File: src/bgpc_pkg.sv
// Package for the binocular gaze pursuit controller: field widths, mode limits,
// register indexes and the microcode program of the shared multiply-accumulate sequencer.
// No dependencies.
package bgpc_pkg;

    localparam int ANGLE_W = 16;
    localparam int GAIN_W  = 18;
    localparam int ERR_W   = 17;
    localparam int DERR_W  = 18;
    localparam int INTEG_W = 32;
    localparam int OPND_W  = 33;
    localparam int PROD_W  = GAIN_W + OPND_W;
    localparam int ACC_W   = PROD_W + 2;
    localparam int GAIN_FRAC = 10;
    localparam int RND_W   = ACC_W - GAIN_FRAC;
    localparam int SUM_W   = RND_W + 1;
    localparam int STEP_W  = 5;

    // Mode switching limits on |target - axis| (Q4.13)
    localparam logic signed [ERR_W-1:0] NEAR_LIMIT = 17'sd715;
    localparam logic signed [ERR_W-1:0] FAR_LIMIT  = 17'sd1429;

    // Register indexes on the configuration port
    localparam logic [2:0] REG_GAIN_S_DT  = 3'd0;
    localparam logic [2:0] REG_GAIN_N     = 3'd1;
    localparam logic [2:0] REG_GAIN_K_DT  = 3'd2;
    localparam logic [2:0] REG_GAIN_H     = 3'd3;
    localparam logic [2:0] REG_GAIN_A1_DT = 3'd4;
    localparam logic [2:0] REG_GAIN_R1    = 3'd5;
    localparam logic [2:0] REG_GAIN_R2    = 3'd6;

    typedef enum logic [2:0] {
        G_S, G_N, G_K, G_H, G_A1, G_R1, G_R2
    } gsel_t;

    typedef enum logic [2:0] {
        O_RATE, O_EL, O_DL, O_ER, O_DR, O_IL, O_IR
    } osel_t;

    typedef enum logic [2:0] {
        ACC_HOLD, ACC_LOAD, ACC_LOADN, ACC_ADD, ACC_SUB
    } acc_op_t;

    typedef enum logic [2:0] {
        WB_NONE, WB_IL, WB_IR, WB_YL, WB_YR
    } wb_t;

    typedef enum logic [1:0] {
        FL_NEXT, FL_DECIDE, FL_EMIT
    } flow_t;

    typedef struct packed {
        gsel_t              gsel;
        osel_t              osel;
        acc_op_t            acc_op;
        wb_t                wb;
        flow_t              flow;
        logic [STEP_W-1:0]  target;
    } ucode_t;

    localparam logic [STEP_W-1:0] STEP_EMIT = 5'd18;

    // Step k multiplies for step k+1; step k accumulates the product of step k-1.
    function automatic ucode_t ucode_rom(input logic [STEP_W-1:0] step);
        ucode_t uc;
        uc = '{gsel: G_S, osel: O_EL, acc_op: ACC_HOLD, wb: WB_NONE,
               flow: FL_NEXT, target: STEP_EMIT};
        case (step)
            5'd0:  uc.flow = FL_DECIDE;
            5'd1:  begin uc.gsel = G_A1; uc.osel = O_RATE; end
            5'd2:  begin uc.gsel = G_S;  uc.osel = O_EL;   uc.acc_op = ACC_LOAD; end
            5'd3:  begin uc.gsel = G_N;  uc.osel = O_DL;   uc.acc_op = ACC_SUB;  end
            5'd4:  begin uc.gsel = G_K;  uc.osel = O_ER;   uc.acc_op = ACC_SUB;  end
            5'd5:  begin uc.gsel = G_H;  uc.osel = O_DR;   uc.acc_op = ACC_SUB;  end
            5'd6:  begin uc.gsel = G_A1; uc.osel = O_RATE; uc.acc_op = ACC_SUB;  end
            5'd7:  begin
                uc.gsel = G_S; uc.osel = O_ER; uc.acc_op = ACC_LOADN; uc.wb = WB_IL;
            end
            5'd8:  begin uc.gsel = G_N;  uc.osel = O_DR;   uc.acc_op = ACC_ADD;  end
            5'd9:  begin uc.gsel = G_K;  uc.osel = O_EL;   uc.acc_op = ACC_ADD;  end
            5'd10: begin uc.gsel = G_H;  uc.osel = O_DL;   uc.acc_op = ACC_ADD;  end
            5'd11: uc.acc_op = ACC_ADD;
            5'd12: begin uc.gsel = G_R1; uc.osel = O_IL;   uc.wb = WB_IR;        end
            5'd13: begin uc.gsel = G_R2; uc.osel = O_IR;   uc.acc_op = ACC_LOADN; end
            5'd14: begin uc.gsel = G_R1; uc.osel = O_IR;   uc.acc_op = ACC_ADD;  end
            5'd15: begin
                uc.gsel = G_R2; uc.osel = O_IL; uc.acc_op = ACC_LOAD; uc.wb = WB_YL;
            end
            5'd16: uc.acc_op = ACC_SUB;
            5'd17: uc.wb = WB_YR;
            5'd18: uc.flow = FL_EMIT;
            default: uc.flow = FL_EMIT;
        endcase
        return uc;
    endfunction

endpackage

File: src/binocular_gaze_pursuit_controller.sv
// Binocular gaze pursuit controller top level: APB gain registers, input word capture,
// microcoded sequencer over one shared 18x33 multiplier, and the output register.
// Depends on bgpc_pkg.
//
// A pursuit word runs the 19-step program (decide, seventeen multiply, accumulate and
// write-back steps, emit) around the single multiplier; a saccade word jumps from the
// decide step straight to the emit step, which holds until the output register is free.
// A new word is taken only once the previous result sits in the output register.
// Reset (aresetn low, synchronous): gains, mode, integrators, previous errors and yaw states clear.
module binocular_gaze_pursuit_controller (
    input  logic          aclk,
    input  logic          aresetn,
    // tdata fields, low bit up: target_left_horiz, target_right_horiz, target_left_vert,
    // target_right_vert, axis_left_horiz, axis_right_horiz, axis_left_vert,
    // axis_right_vert, head_rate_horiz (16 bits each)
    input  logic [143:0]  s_axis_tdata,
    input  logic          s_axis_tvalid,
    output logic          s_axis_tready,
    // tdata fields, low bit up: left_vert_cmd, left_horiz_cmd, right_vert_cmd,
    // right_horiz_cmd (16 bits each)
    output logic [63:0]   m_axis_tdata,
    // tuser fields, low bit up: in_pursuit
    output logic          m_axis_tuser,
    output logic          m_axis_tvalid,
    input  logic          m_axis_tready,
    input  logic          psel,
    input  logic          penable,
    input  logic          pwrite,
    input  logic [4:0]    paddr,
    input  logic [31:0]   pwdata,
    output logic [31:0]   prdata,
    output logic          pready
);

    localparam int AW = bgpc_pkg::ANGLE_W;
    localparam int GW = bgpc_pkg::GAIN_W;
    localparam int EW = bgpc_pkg::ERR_W;
    localparam int DW = bgpc_pkg::DERR_W;
    localparam int IW = bgpc_pkg::INTEG_W;
    localparam int OW = bgpc_pkg::OPND_W;
    localparam int PW = bgpc_pkg::PROD_W;
    localparam int CW = bgpc_pkg::ACC_W;
    localparam int RW = bgpc_pkg::RND_W;
    localparam int SW = bgpc_pkg::SUM_W;
    localparam int TW = bgpc_pkg::STEP_W;

    // Saturation bounds at the write-back width
    localparam logic signed [SW-1:0] INTEG_HI = $signed((SW)'({1'b0, {(IW-1){1'b1}}}));
    localparam logic signed [SW-1:0] INTEG_LO = -INTEG_HI - (SW)'(1);
    localparam logic signed [SW-1:0] ANGLE_HI = $signed((SW)'({1'b0, {(AW-1){1'b1}}}));
    localparam logic signed [SW-1:0] ANGLE_LO = -ANGLE_HI - (SW)'(1);

    // Gain registers, one per configuration register
    logic signed [GW-1:0] g_s_reg,  g_s_next;
    logic signed [GW-1:0] g_n_reg,  g_n_next;
    logic signed [GW-1:0] g_k_reg,  g_k_next;
    logic signed [GW-1:0] g_h_reg,  g_h_next;
    logic signed [GW-1:0] g_a1_reg, g_a1_next;
    logic signed [GW-1:0] g_r1_reg, g_r1_next;
    logic signed [GW-1:0] g_r2_reg, g_r2_next;

    // Captured input word
    logic [143:0] in_reg, in_next;

    // Controller state
    logic                 mode_reg, mode_next;
    logic signed [EW-1:0] prev_l_reg, prev_l_next;
    logic signed [EW-1:0] prev_r_reg, prev_r_next;
    logic signed [IW-1:0] integ_l_reg, integ_l_next;
    logic signed [IW-1:0] integ_r_reg, integ_r_next;
    logic signed [AW-1:0] yaw_l_reg, yaw_l_next;
    logic signed [AW-1:0] yaw_r_reg, yaw_r_next;

    // Per-word working values
    logic signed [EW-1:0] el_reg, el_next;
    logic signed [EW-1:0] er_reg, er_next;
    logic signed [DW-1:0] dl_reg, dl_next;
    logic signed [DW-1:0] dr_reg, dr_next;

    // Datapath
    logic signed [PW-1:0] prod_reg, prod_next;
    logic signed [CW-1:0] acc_reg, acc_next;

    // Sequencer
    logic           busy_reg, busy_next;
    logic [TW-1:0]  step_reg, step_next;

    // Output register
    logic           m_valid_reg, m_valid_next;
    logic [63:0]    m_data_reg, m_data_next;
    logic           m_user_reg, m_user_next;

    bgpc_pkg::ucode_t uc;

    logic signed [AW-1:0] tlh, trh, tlv, trv, alh, arh, alv, arv, rate;
    logic signed [EW-1:0] e0, e1, e2, e3, el_c, er_c;
    logic signed [DW-1:0] dl_c, dr_c;
    logic                 all_near, any_far, pursue;
    logic signed [GW-1:0] gain_mux;
    logic signed [OW-1:0] opnd_mux;
    logic signed [CW-1:0] prod_ext, acc_rnd;
    logic signed [RW-1:0] rnd;
    logic signed [SW-1:0] wb_base, wb_sum;
    logic signed [IW-1:0] wb_integ;
    logic signed [AW-1:0] wb_yaw;
    logic                 cfg_wr, in_acc, out_free;

    assign tlh  = in_reg[15:0];
    assign trh  = in_reg[31:16];
    assign tlv  = in_reg[47:32];
    assign trv  = in_reg[63:48];
    assign alh  = in_reg[79:64];
    assign arh  = in_reg[95:80];
    assign alv  = in_reg[111:96];
    assign arv  = in_reg[127:112];
    assign rate = in_reg[143:128];

    assign uc = bgpc_pkg::ucode_rom(step_reg);

    // Gaze errors against the measured axes pick the mode
    assign e0 = {tlh[AW-1], tlh} - {alh[AW-1], alh};
    assign e1 = {trh[AW-1], trh} - {arh[AW-1], arh};
    assign e2 = {tlv[AW-1], tlv} - {alv[AW-1], alv};
    assign e3 = {trv[AW-1], trv} - {arv[AW-1], arv};

    assign all_near = (e0 < bgpc_pkg::NEAR_LIMIT) && (e0 > -bgpc_pkg::NEAR_LIMIT)
                   && (e1 < bgpc_pkg::NEAR_LIMIT) && (e1 > -bgpc_pkg::NEAR_LIMIT)
                   && (e2 < bgpc_pkg::NEAR_LIMIT) && (e2 > -bgpc_pkg::NEAR_LIMIT)
                   && (e3 < bgpc_pkg::NEAR_LIMIT) && (e3 > -bgpc_pkg::NEAR_LIMIT);
    assign any_far  = (e0 > bgpc_pkg::FAR_LIMIT) || (e0 < -bgpc_pkg::FAR_LIMIT)
                   || (e1 > bgpc_pkg::FAR_LIMIT) || (e1 < -bgpc_pkg::FAR_LIMIT)
                   || (e2 > bgpc_pkg::FAR_LIMIT) || (e2 < -bgpc_pkg::FAR_LIMIT)
                   || (e3 > bgpc_pkg::FAR_LIMIT) || (e3 < -bgpc_pkg::FAR_LIMIT);
    assign pursue   = mode_reg ? !any_far : all_near;

    // Pursuit errors against the controller's own yaw state
    assign el_c = {tlh[AW-1], tlh} - {yaw_l_reg[AW-1], yaw_l_reg};
    assign er_c = {trh[AW-1], trh} - {yaw_r_reg[AW-1], yaw_r_reg};
    assign dl_c = {el_c[EW-1], el_c} - {prev_l_reg[EW-1], prev_l_reg};
    assign dr_c = {er_c[EW-1], er_c} - {prev_r_reg[EW-1], prev_r_reg};

    // Multiplier operand selection
    always_comb begin
        case (uc.gsel)
            bgpc_pkg::G_S:  gain_mux = g_s_reg;
            bgpc_pkg::G_N:  gain_mux = g_n_reg;
            bgpc_pkg::G_K:  gain_mux = g_k_reg;
            bgpc_pkg::G_H:  gain_mux = g_h_reg;
            bgpc_pkg::G_A1: gain_mux = g_a1_reg;
            bgpc_pkg::G_R1: gain_mux = g_r1_reg;
            bgpc_pkg::G_R2: gain_mux = g_r2_reg;
            default:        gain_mux = '0;
        endcase
        case (uc.osel)
            bgpc_pkg::O_RATE: opnd_mux = {{(OW-AW){rate[AW-1]}}, rate};
            bgpc_pkg::O_EL:   opnd_mux = {{(OW-EW){el_reg[EW-1]}}, el_reg};
            bgpc_pkg::O_DL:   opnd_mux = {{(OW-DW){dl_reg[DW-1]}}, dl_reg};
            bgpc_pkg::O_ER:   opnd_mux = {{(OW-EW){er_reg[EW-1]}}, er_reg};
            bgpc_pkg::O_DR:   opnd_mux = {{(OW-DW){dr_reg[DW-1]}}, dr_reg};
            bgpc_pkg::O_IL:   opnd_mux = {{(OW-IW){integ_l_reg[IW-1]}}, integ_l_reg};
            bgpc_pkg::O_IR:   opnd_mux = {{(OW-IW){integ_r_reg[IW-1]}}, integ_r_reg};
            default:          opnd_mux = '0;
        endcase
    end

    assign prod_next = gain_mux * opnd_mux;
    assign prod_ext  = {{(CW-PW){prod_reg[PW-1]}}, prod_reg};

    // Round the accumulator back to Q.13: floor((acc + half) / 1024)
    assign acc_rnd = acc_reg + (CW)'(1 << (bgpc_pkg::GAIN_FRAC - 1));
    assign rnd     = acc_rnd[CW-1:bgpc_pkg::GAIN_FRAC];

    always_comb begin
        case (uc.wb)
            bgpc_pkg::WB_IL: wb_base = {{(SW-IW){integ_l_reg[IW-1]}}, integ_l_reg};
            bgpc_pkg::WB_IR: wb_base = {{(SW-IW){integ_r_reg[IW-1]}}, integ_r_reg};
            bgpc_pkg::WB_YL: wb_base = {{(SW-AW){yaw_l_reg[AW-1]}}, yaw_l_reg};
            bgpc_pkg::WB_YR: wb_base = {{(SW-AW){yaw_r_reg[AW-1]}}, yaw_r_reg};
            default:         wb_base = '0;
        endcase
    end

    assign wb_sum = wb_base + {rnd[RW-1], rnd};

    // Saturate the written value to the integrator or the angle range
    always_comb begin
        if (wb_sum > INTEG_HI) begin
            wb_integ = INTEG_HI[IW-1:0];
        end else if (wb_sum < INTEG_LO) begin
            wb_integ = INTEG_LO[IW-1:0];
        end else begin
            wb_integ = wb_sum[IW-1:0];
        end
        if (wb_sum > ANGLE_HI) begin
            wb_yaw = ANGLE_HI[AW-1:0];
        end else if (wb_sum < ANGLE_LO) begin
            wb_yaw = ANGLE_LO[AW-1:0];
        end else begin
            wb_yaw = wb_sum[AW-1:0];
        end
    end

    assign cfg_wr   = psel && penable && pwrite && pready;
    assign in_acc   = s_axis_tvalid && s_axis_tready;
    assign out_free = !m_valid_reg || m_axis_tready;

    // Register read-back
    always_comb begin
        case (paddr[4:2])
            bgpc_pkg::REG_GAIN_S_DT:  prdata = {{(32-GW){g_s_reg[GW-1]}}, g_s_reg};
            bgpc_pkg::REG_GAIN_N:     prdata = {{(32-GW){g_n_reg[GW-1]}}, g_n_reg};
            bgpc_pkg::REG_GAIN_K_DT:  prdata = {{(32-GW){g_k_reg[GW-1]}}, g_k_reg};
            bgpc_pkg::REG_GAIN_H:     prdata = {{(32-GW){g_h_reg[GW-1]}}, g_h_reg};
            bgpc_pkg::REG_GAIN_A1_DT: prdata = {{(32-GW){g_a1_reg[GW-1]}}, g_a1_reg};
            bgpc_pkg::REG_GAIN_R1:    prdata = {{(32-GW){g_r1_reg[GW-1]}}, g_r1_reg};
            bgpc_pkg::REG_GAIN_R2:    prdata = {{(32-GW){g_r2_reg[GW-1]}}, g_r2_reg};
            default:                  prdata = '0;
        endcase
    end

    assign pready        = 1'b1;
    assign s_axis_tready = !busy_reg;
    assign m_axis_tvalid = m_valid_reg;
    assign m_axis_tdata  = m_data_reg;
    assign m_axis_tuser  = m_user_reg;

    always_comb begin
        g_s_next  = g_s_reg;
        g_n_next  = g_n_reg;
        g_k_next  = g_k_reg;
        g_h_next  = g_h_reg;
        g_a1_next = g_a1_reg;
        g_r1_next = g_r1_reg;
        g_r2_next = g_r2_reg;
        in_next      = in_reg;
        mode_next    = mode_reg;
        prev_l_next  = prev_l_reg;
        prev_r_next  = prev_r_reg;
        integ_l_next = integ_l_reg;
        integ_r_next = integ_r_reg;
        yaw_l_next   = yaw_l_reg;
        yaw_r_next   = yaw_r_reg;
        el_next      = el_reg;
        er_next      = er_reg;
        dl_next      = dl_reg;
        dr_next      = dr_reg;
        acc_next     = acc_reg;
        busy_next    = busy_reg;
        step_next    = step_reg;
        m_valid_next = m_valid_reg;
        m_data_next  = m_data_reg;
        m_user_next  = m_user_reg;

        // Write a gain; indexes beyond the list drop the word
        if (cfg_wr) begin
            case (paddr[4:2])
                bgpc_pkg::REG_GAIN_S_DT:  g_s_next  = pwdata[GW-1:0];
                bgpc_pkg::REG_GAIN_N:     g_n_next  = pwdata[GW-1:0];
                bgpc_pkg::REG_GAIN_K_DT:  g_k_next  = pwdata[GW-1:0];
                bgpc_pkg::REG_GAIN_H:     g_h_next  = pwdata[GW-1:0];
                bgpc_pkg::REG_GAIN_A1_DT: g_a1_next = pwdata[GW-1:0];
                bgpc_pkg::REG_GAIN_R1:    g_r1_next = pwdata[GW-1:0];
                bgpc_pkg::REG_GAIN_R2:    g_r2_next = pwdata[GW-1:0];
                default:                  g_s_next  = g_s_reg;
            endcase
        end

        // Retire the output word when the sink takes it
        if (m_valid_reg && m_axis_tready) begin
            m_valid_next = 1'b0;
        end

        if (in_acc) begin
            in_next   = s_axis_tdata;
            busy_next = 1'b1;
            step_next = '0;
        end

        if (busy_reg) begin
            // Accumulate the product left by the previous step
            case (uc.acc_op)
                bgpc_pkg::ACC_LOAD:  acc_next = prod_ext;
                bgpc_pkg::ACC_LOADN: acc_next = -prod_ext;
                bgpc_pkg::ACC_ADD:   acc_next = acc_reg + prod_ext;
                bgpc_pkg::ACC_SUB:   acc_next = acc_reg - prod_ext;
                default:             acc_next = acc_reg;
            endcase

            case (uc.wb)
                bgpc_pkg::WB_IL: integ_l_next = wb_integ;
                bgpc_pkg::WB_IR: integ_r_next = wb_integ;
                bgpc_pkg::WB_YL: yaw_l_next   = wb_yaw;
                bgpc_pkg::WB_YR: yaw_r_next   = wb_yaw;
                default:         acc_next     = acc_next;
            endcase

            case (uc.flow)
                bgpc_pkg::FL_DECIDE: begin
                    mode_next = pursue;
                    if (pursue) begin
                        // Latch this tick's errors and their change
                        el_next     = el_c;
                        er_next     = er_c;
                        dl_next     = dl_c;
                        dr_next     = dr_c;
                        prev_l_next = el_c;
                        prev_r_next = er_c;
                        step_next   = step_reg + 1'b1;
                    end else begin
                        // Reload pursuit state from the measured yaw axes
                        integ_l_next = '0;
                        integ_r_next = '0;
                        prev_l_next  = '0;
                        prev_r_next  = '0;
                        yaw_l_next   = alh;
                        yaw_r_next   = arh;
                        step_next    = uc.target;
                    end
                end
                bgpc_pkg::FL_EMIT: begin
                    // Hold here until the output register frees up
                    if (out_free) begin
                        m_valid_next = 1'b1;
                        m_user_next  = mode_reg;
                        m_data_next  = {mode_reg ? yaw_r_reg : trh, tlv,
                                        mode_reg ? yaw_l_reg : tlh, tlv};
                        busy_next    = 1'b0;
                    end
                end
                default: step_next = step_reg + 1'b1;
            endcase
        end
    end

    always_ff @(posedge aclk) begin
        if (!aresetn) begin
            g_s_reg     <= '0;
            g_n_reg     <= '0;
            g_k_reg     <= '0;
            g_h_reg     <= '0;
            g_a1_reg    <= '0;
            g_r1_reg    <= '0;
            g_r2_reg    <= '0;
            mode_reg    <= 1'b0;
            prev_l_reg  <= '0;
            prev_r_reg  <= '0;
            integ_l_reg <= '0;
            integ_r_reg <= '0;
            yaw_l_reg   <= '0;
            yaw_r_reg   <= '0;
            busy_reg    <= 1'b0;
            step_reg    <= '0;
            m_valid_reg <= 1'b0;
        end else begin
            g_s_reg     <= g_s_next;
            g_n_reg     <= g_n_next;
            g_k_reg     <= g_k_next;
            g_h_reg     <= g_h_next;
            g_a1_reg    <= g_a1_next;
            g_r1_reg    <= g_r1_next;
            g_r2_reg    <= g_r2_next;
            mode_reg    <= mode_next;
            prev_l_reg  <= prev_l_next;
            prev_r_reg  <= prev_r_next;
            integ_l_reg <= integ_l_next;
            integ_r_reg <= integ_r_next;
            yaw_l_reg   <= yaw_l_next;
            yaw_r_reg   <= yaw_r_next;
            busy_reg    <= busy_next;
            step_reg    <= step_next;
            m_valid_reg <= m_valid_next;
        end
    end

    // Payload registers
    always_ff @(posedge aclk) begin
        in_reg     <= in_next;
        el_reg     <= el_next;
        er_reg     <= er_next;
        dl_reg     <= dl_next;
        dr_reg     <= dr_next;
        prod_reg   <= prod_next;
        acc_reg    <= acc_next;
        m_data_reg <= m_data_next;
        m_user_reg <= m_user_next;
    end

endmodule

File: config.mk
export PLATFORM = sky130hd
export DESIGN_NAME = binocular_gaze_pursuit_controller
export DESIGN_NICKNAME = d
export VERILOG_FILES = /design/src/bgpc_pkg.sv /design/src/binocular_gaze_pursuit_controller.sv
export SDC_FILE = /design/constraint.sdc
export NUM_CORES = 2
export LEC_CHECK = 0
export BUFFER_PORTS_ARGS = -buffer_cell sky130_fd_sc_hd__buf_2
export CORE_MARGIN = 1.5
export CORE_UTILIZATION = 30
export CTS_BUF_LIST = sky130_fd_sc_hd__clkbuf_8
export CTS_CLUSTER_SIZE = 16
export DETAILED_ROUTE_END_ITERATION = 10
export GPL_TIMING_DRIVEN = 0
export PLACE_DENSITY_LB_ADDON = 0.3
export RECOVER_POWER = 25
export SLEW_MARGIN = 20
export SYNTH_ARGS = -nofsm -noshare
export SYNTH_HDL_FRONTEND = slang
export SYNTH_SLANG_ARGS = --single-unit
export TNS_END_PERCENT = 5
File: constraint.sdc
create_clock -name aclk -period 11.1 [get_ports aclk]
set_input_delay 1.665 -clock aclk [delete_from_list [all_inputs] [get_ports aclk]]
set_output_delay 1.665 -clock aclk [all_outputs]
set_load 0.02 [all_outputs]
## After elaboration in Yosys (flattened, before gate mapping)

Index checks and enable logic that the tools add are counted.

| cells by class | value |
|---|---|
| $add $sub $neg | 14 |
| multipliers | 1 |
| $lt $le $gt $ge | 20 |
| equality and inequality tests | 45 |
| multiplexer cells | 42 |
| reductions and logical operators | 44 |

Operator list:

| cell | count |
|---|---|
| $mux 32 | 8 |
| $pmux 33 s7 | 1 |
| $pmux 32 s7 | 1 |
| $pmux 53 s4 | 1 |
| $pmux 44 s4 | 1 |
| $mux 16 | 10 |
| $pmux 18 s7 | 1 |
| $sub 16x16->17 | 6 |
| $pmux 6 s12 | 1 |
| $gt 17x11->1 const B | 4 |
| $gt 17x12->1 const B | 4 |
| $lt 17x11->1 const B | 4 |
| $lt 17x12->1 const B | 4 |
| $add 53x11->53 const B | 1 |
| $add 53x51->53 | 1 |
| $neg 51->53 | 1 |
| $sub 53x51->53 | 1 |
| $mul 18x33->51 | 1 |
| $add 44x44->44 | 1 |
| $gt 44x16->1 const B | 1 |
| $gt 44x32->1 const B | 1 |
| $lt 44x16->1 const B | 1 |
| $lt 44x32->1 const B | 1 |
| $eq 5x4->1 const B | 8 |
| other kinds (28) | 102 |

| word-level totals | value |
|---|---|
| flip-flop bits (word level) | 647 |
| input bits | 188 |
| output and inout bits | 100 |
| logic and storage cells | 192 |

## Logic depth before layout (Yosys ltp)

| depth | value |
|---|---|
| depth in word-level cells | 14 |
| gate-level depth with buffers | 43 |
| depth with buffers taken out | 39 |

## Worst setup path after synthesis

OpenSTA, ideal clock, no wires.

| timing path | value |
|---|---|
| kind | register to register |
| start | register step_reg[3] |
| end | register prod_reg[50] |
| setup time | 0.072 ns |
| data arrival time | 9.829 ns |
| data required time | 11.028 ns |
| slack | 1.199 ns |
| cell stages (with the launch flop) | 42 |
| buffers on the path | 6 |
| period minus slack after synthesis | 9.901 ns |
| cell sequence | dfxtp_1 > clkbuf_1 > clkbuf_1 > and3_1 > ha_1 > clkbuf_1 > a31oi_1 > o21ai_0 > nor2_1 > nor2_1 > nand2_1 > a21oi_1 > a31oi_1 > o22ai_1 > clkbuf_1 > clkbuf_1 > a221o_1 > clkbuf_1 > [6 not listed] > fa_1 > inv_1 > fa_1 > inv_1 > fa_1 > inv_1 > ha_1 > a211o_1 > a311oi_1 > o211ai_1 > a22oi_1 > nand2b_1 > a31oi_1 > a311oi_1 > o211ai_1 > a221o_1 > a21oi_1 > xnor2_1 |

| on the way | value |
|---|---|
| word-level cells in the longest chain between the ends | 6 |
| elaborated cells between the ends (all ways) | 32 |
| those cells by class | mul (1); eq/ne (25); mux (3); reduce/logical (3) |

Ends and longest elaborated chain:

| item | RTL line | text |
|---|---|---|
| start, declared | binocular_gaze_pursuit_controller.sv:86 | `logic [TW-1:0] step_reg, step_next;` |
| start signal, assigned | binocular_gaze_pursuit_controller.sv:370 | `step_reg <= step_next;` |
| $eq 5x3->1 / $eq 5x1->1 (equally long branches) | bgpc_pkg.sv:68 | `case (step)` |
| $reduce_or 2->1 (no line) | n/a |  |
| $pmux 6 s12 (*) | bgpc_pkg.sv:68 |  |
| $eq 3x3->1 (tied with other cells) | binocular_gaze_pursuit_controller.sv:144 | `case (uc.gsel)` |
| $pmux 18 s7 / $pmux 33 s7 (equally long branches) | binocular_gaze_pursuit_controller.sv:144, binocular_gaze_pursuit_controller.sv:154 |  |
| $mul 18x33->51 (*) | binocular_gaze_pursuit_controller.sv:166 | `assign prod_next = gain_mux * opnd_mux;` |
| via prod_next[50] | binocular_gaze_pursuit_controller.sv:81 | `logic signed [PW-1:0] prod_reg, prod_next;` |
| end signal, assigned | binocular_gaze_pursuit_controller.sv:382 | `prod_reg <= prod_next;` |
| end, declared | binocular_gaze_pursuit_controller.sv:81 |  |

The timed path passes the listed nets; every way through them passes the cells marked *.
A chain may end at the register's enable or synchronous reset.

## Final worst setup path

| timing path | value |
|---|---|
| start | register step_reg[3] |
| end | register prod_reg[49] |

Same word-level chain as after synthesis.

==> reports/qor.yml <==
outcome:
  outcome: "complete, but fails checks"
  failed_checks: "capacitance limit, slew limit"
global_route:
  grt_max_degree: 43
  track_usage_pct: 22.12
  grt_pass1_wl_um: 341100
  grt.overflow.total: 0
  grt_pass1_vias: 52980
  grt_antenna_before_repair: 15
synthesis:
  ys_types: 104
  syn_inst: 6939
  syn_area_um2: 60910
  synth-edff-count: 316
  async_flop_share_pct: 0
  yosysTopAreaCell: "fa_1"
  avgSynthCellArea_um2: 8.779
  ys_warn_count: 0
  synth_top_area_share_pct: 18.70
  syn-num-nets: 8049
  synth_seq_cells: 631
  ys.flop_type: "edfxtp_1"
  yosys-top-cells-area: "fa_1 (19%), edfxtp_1 (16%), dfxtp_1 (10%)"
  yosysSeqAreaShare_pct: 25.93
worst_setup_path:
  critPathKind: "reg -> reg"
  reg2reg_depth: 36
  cp_common_cell: "fa_1"
  end_kind: "register"
  critPathRequiredTime_ns: 11.83
  rr_startpoint: "step_reg[3]$_SDFF_PN0_"
  start_kind: "register"
  rrSetupSlack_ns: 0.29
  critPathMaxStageDelay_ns: 0.56
  crit_arrival_ns: 11.54
  slowest_stage: "fa_1"
  r2r_end: "prod_reg[49]$_DFF_P_"
  crit_path_start: "step_reg[3]$_SDFF_PN0_"
  crit_fanout: 10
route:
  drc: 0
  post_drt_wl_per_cell_um: 22.81
  dr.pass1.iters: 9
  finalWirelength_um: 231600
  drt_first_iter_violations: 4932
  ant_nets: 0
  routed_via_density: 5.272
  vias: 53540
cells_and_area:
  fin_util_pct: 34.52
  fillCellCount: 21080
  mostFrequentLayoutCells: "inv_1 (963), nand2_1 (913), fa_1 (569), nor2_1 (543), a21oi_1 (453)"
  final_common_cell: "inv_1"
  drive_gt1_share_pct: 11.23
  fin_nets: 8488
  largest_reg_flops: 144
  syn2layout_area_growth_pct: 14.42
clock_tree:
  clock_latency_ns: 0.88
  cts_hold_buf: 0
  cts_made_buffers: 116
  cts.sink_count: 631
  cts_tree: "yes"
  cts_root_buf: "clkbuf_8"
  cts_buffer_depth: 3
  htreeDepth: 3
  clk_pin_slew_worst_paths_ns: 0.07
place:
  hpwl_um: 187900
  io_buffer_count: 267
  gp_congestion: 0.9717
sta:
  fmax_mhz: 92.51
  max_slew.worst_pin.slew_ns: 1.931
  finalCritPeriodShare_pct: 97.38
  drv_slew: 73
  fin_hold_ws_ns: 0.4527
  relSlewSlack_pct: -28.99
  clock_skew_ns: 0.06916
  setup_viol_count_final: 0
  fin_crit_ns: 10.81
  hold_violations: 0
power:
  power_density_nw_per_um2: 159.6
  ir_drop_uv: 98.82
  p_leak_nw: 29.98
floorplan:
  fp.dieW_um: 453.6
  rows: 165
  die_area_um2: 205800
  placeableCoreArea_um2: 201900
  initial_core_util_pct: 30.17
  fp.dieH_um: 453.6
  pin_count: 288
min_path:
  hp-start: "prev_r_reg[9]$_SDFFE_PN0P_"
  hold_path_class: "reg -> reg"
  whs_endpoint: "prev_r_reg[9]$_SDFFE_PN0P_"
  hold_path_depth: 2
run:
  cap_violations: 3
## what timing repair did
| action | 4_1_cts | 5_1_grt |
|---|---|---|
| gates resized for setup | 135 | 63 |
| endpoints found under the setup margin | 35 | 14 |
| setup buffers | 13 | 15 |
| pin swaps | 7 | 7 |
| endpoints found under the hold margin | 0 | 0 |
## report_power, final
| part | total [mW] | internal (mW) | switching, mW |
|---|---|---|---|
| clock network | 2.57 | 1.41 | 1.16 |
| registers | 3.01 | 2.73 | 0.280 |
| logic | 5.54 | 2.06 | 3.48 |
| total | 11.1 | 6.20 | 4.92 |
## synthesized netlist by cell type (42+ instances only)
cell type,number
nor3_1,108
xnor2_1,181
and3_1,65
edfxtp_1,316
dfxtp_1,315
o211ai_1,46
mux2i_1,97
a221o_1,99
a21o_1,131
a21oi_1,459
a211oi_1,42
a22oi_1,70
o21ai_0,269
nand2b_1,80
or3_1,44
mux2_2,53
nand2_1,914
nand3_1,109
nor2_1,548
fa_1,569
clkbuf_1,263
nand4_1,44
xor2_1,117
nor2b_1,73
ha_1,353
o21a_1,45
inv_1,934
## cell type report
cell class	instances	area [um2]	area share [%]
Clock buffer	136	1872	2.686
Clock inverter	82	747.0	1.072
Inverter	935	3510	5.035
Timing Repair Buffer	334	2031	2.914
Multi-Input combinational cell	5033	40860	58.63
Antenna cell	5	12.51	0.01795
Buffer	327	1526	2.190
Sequential cell	631	15800	22.66
Tap cell	2672	3343	4.797
## logic make-up (layout without fill, tap and decap cells)
logic type      count (synthesis)  in the layout  synth area share (%)
xor+xnor                      298            298                 4.285
other cells                     1              6              0.006156
buf+inv                      1275           1814                 8.142
compound gates               1505           1505                 16.62
simple gates                 2138           2138                 15.81
flops                         631            631                 25.93
fa+ha+maj                     922            922                 25.95
mux                           169            169                 3.258
## worst max path at each step
stage,to,depth (start not counted)
finish,prod_reg[49]$_DFF_P_,36
global route,prod_reg[49]$_DFF_P_,36
CTS,prod_reg[50]$_DFF_P_,38
detailed placement,prod_reg[50]$_DFF_P_,36
global placement,prod_reg[50]$_DFF_P_,36
floorplan,prod_reg[50]$_DFF_P_,41
## stage by stage
stage	worst slack [ns]	std cells	setup TNS (ns)	total power [mW]	area (um2)
3_3_place_gp	-3.695	9878	-247.20	8.422	65590
6_report	0.2909	10160	0	11.12	69700
4_1_cts	0.007923	10140	0	11.14	69420
5_1_grt	-0.03808	10150	-0.05802	11.85	69690
2_1_floorplan	1.199	6939	0	6.724	60910
3_5_place_dp	-2.901	9917	-49.06	8.478	66310
## critical path, delay by kind of cell (launching register included)
kind / cells / cell delay, ns
DFF: 1 / 0.47
xor gates and xnor gates: 1 / 0.37
AOI/OAI and AO/OA: 14 / 3.12
adders and majority gates: 8 / 3.88
and+or+nand+nor: 5 / 1.01
buffers and inverters: 8 / 1.78
## metal layers
layer,up-vias,global-route usage [%],part of all wire [%]
li1,24440,-,-
met1,26300,28.17,41
met2,2248,35.86,45
met3,529,4.465,8.0
met4,18,10.32,5.5
met5,-,0,0.052
(Power assumes the default switching activity.)
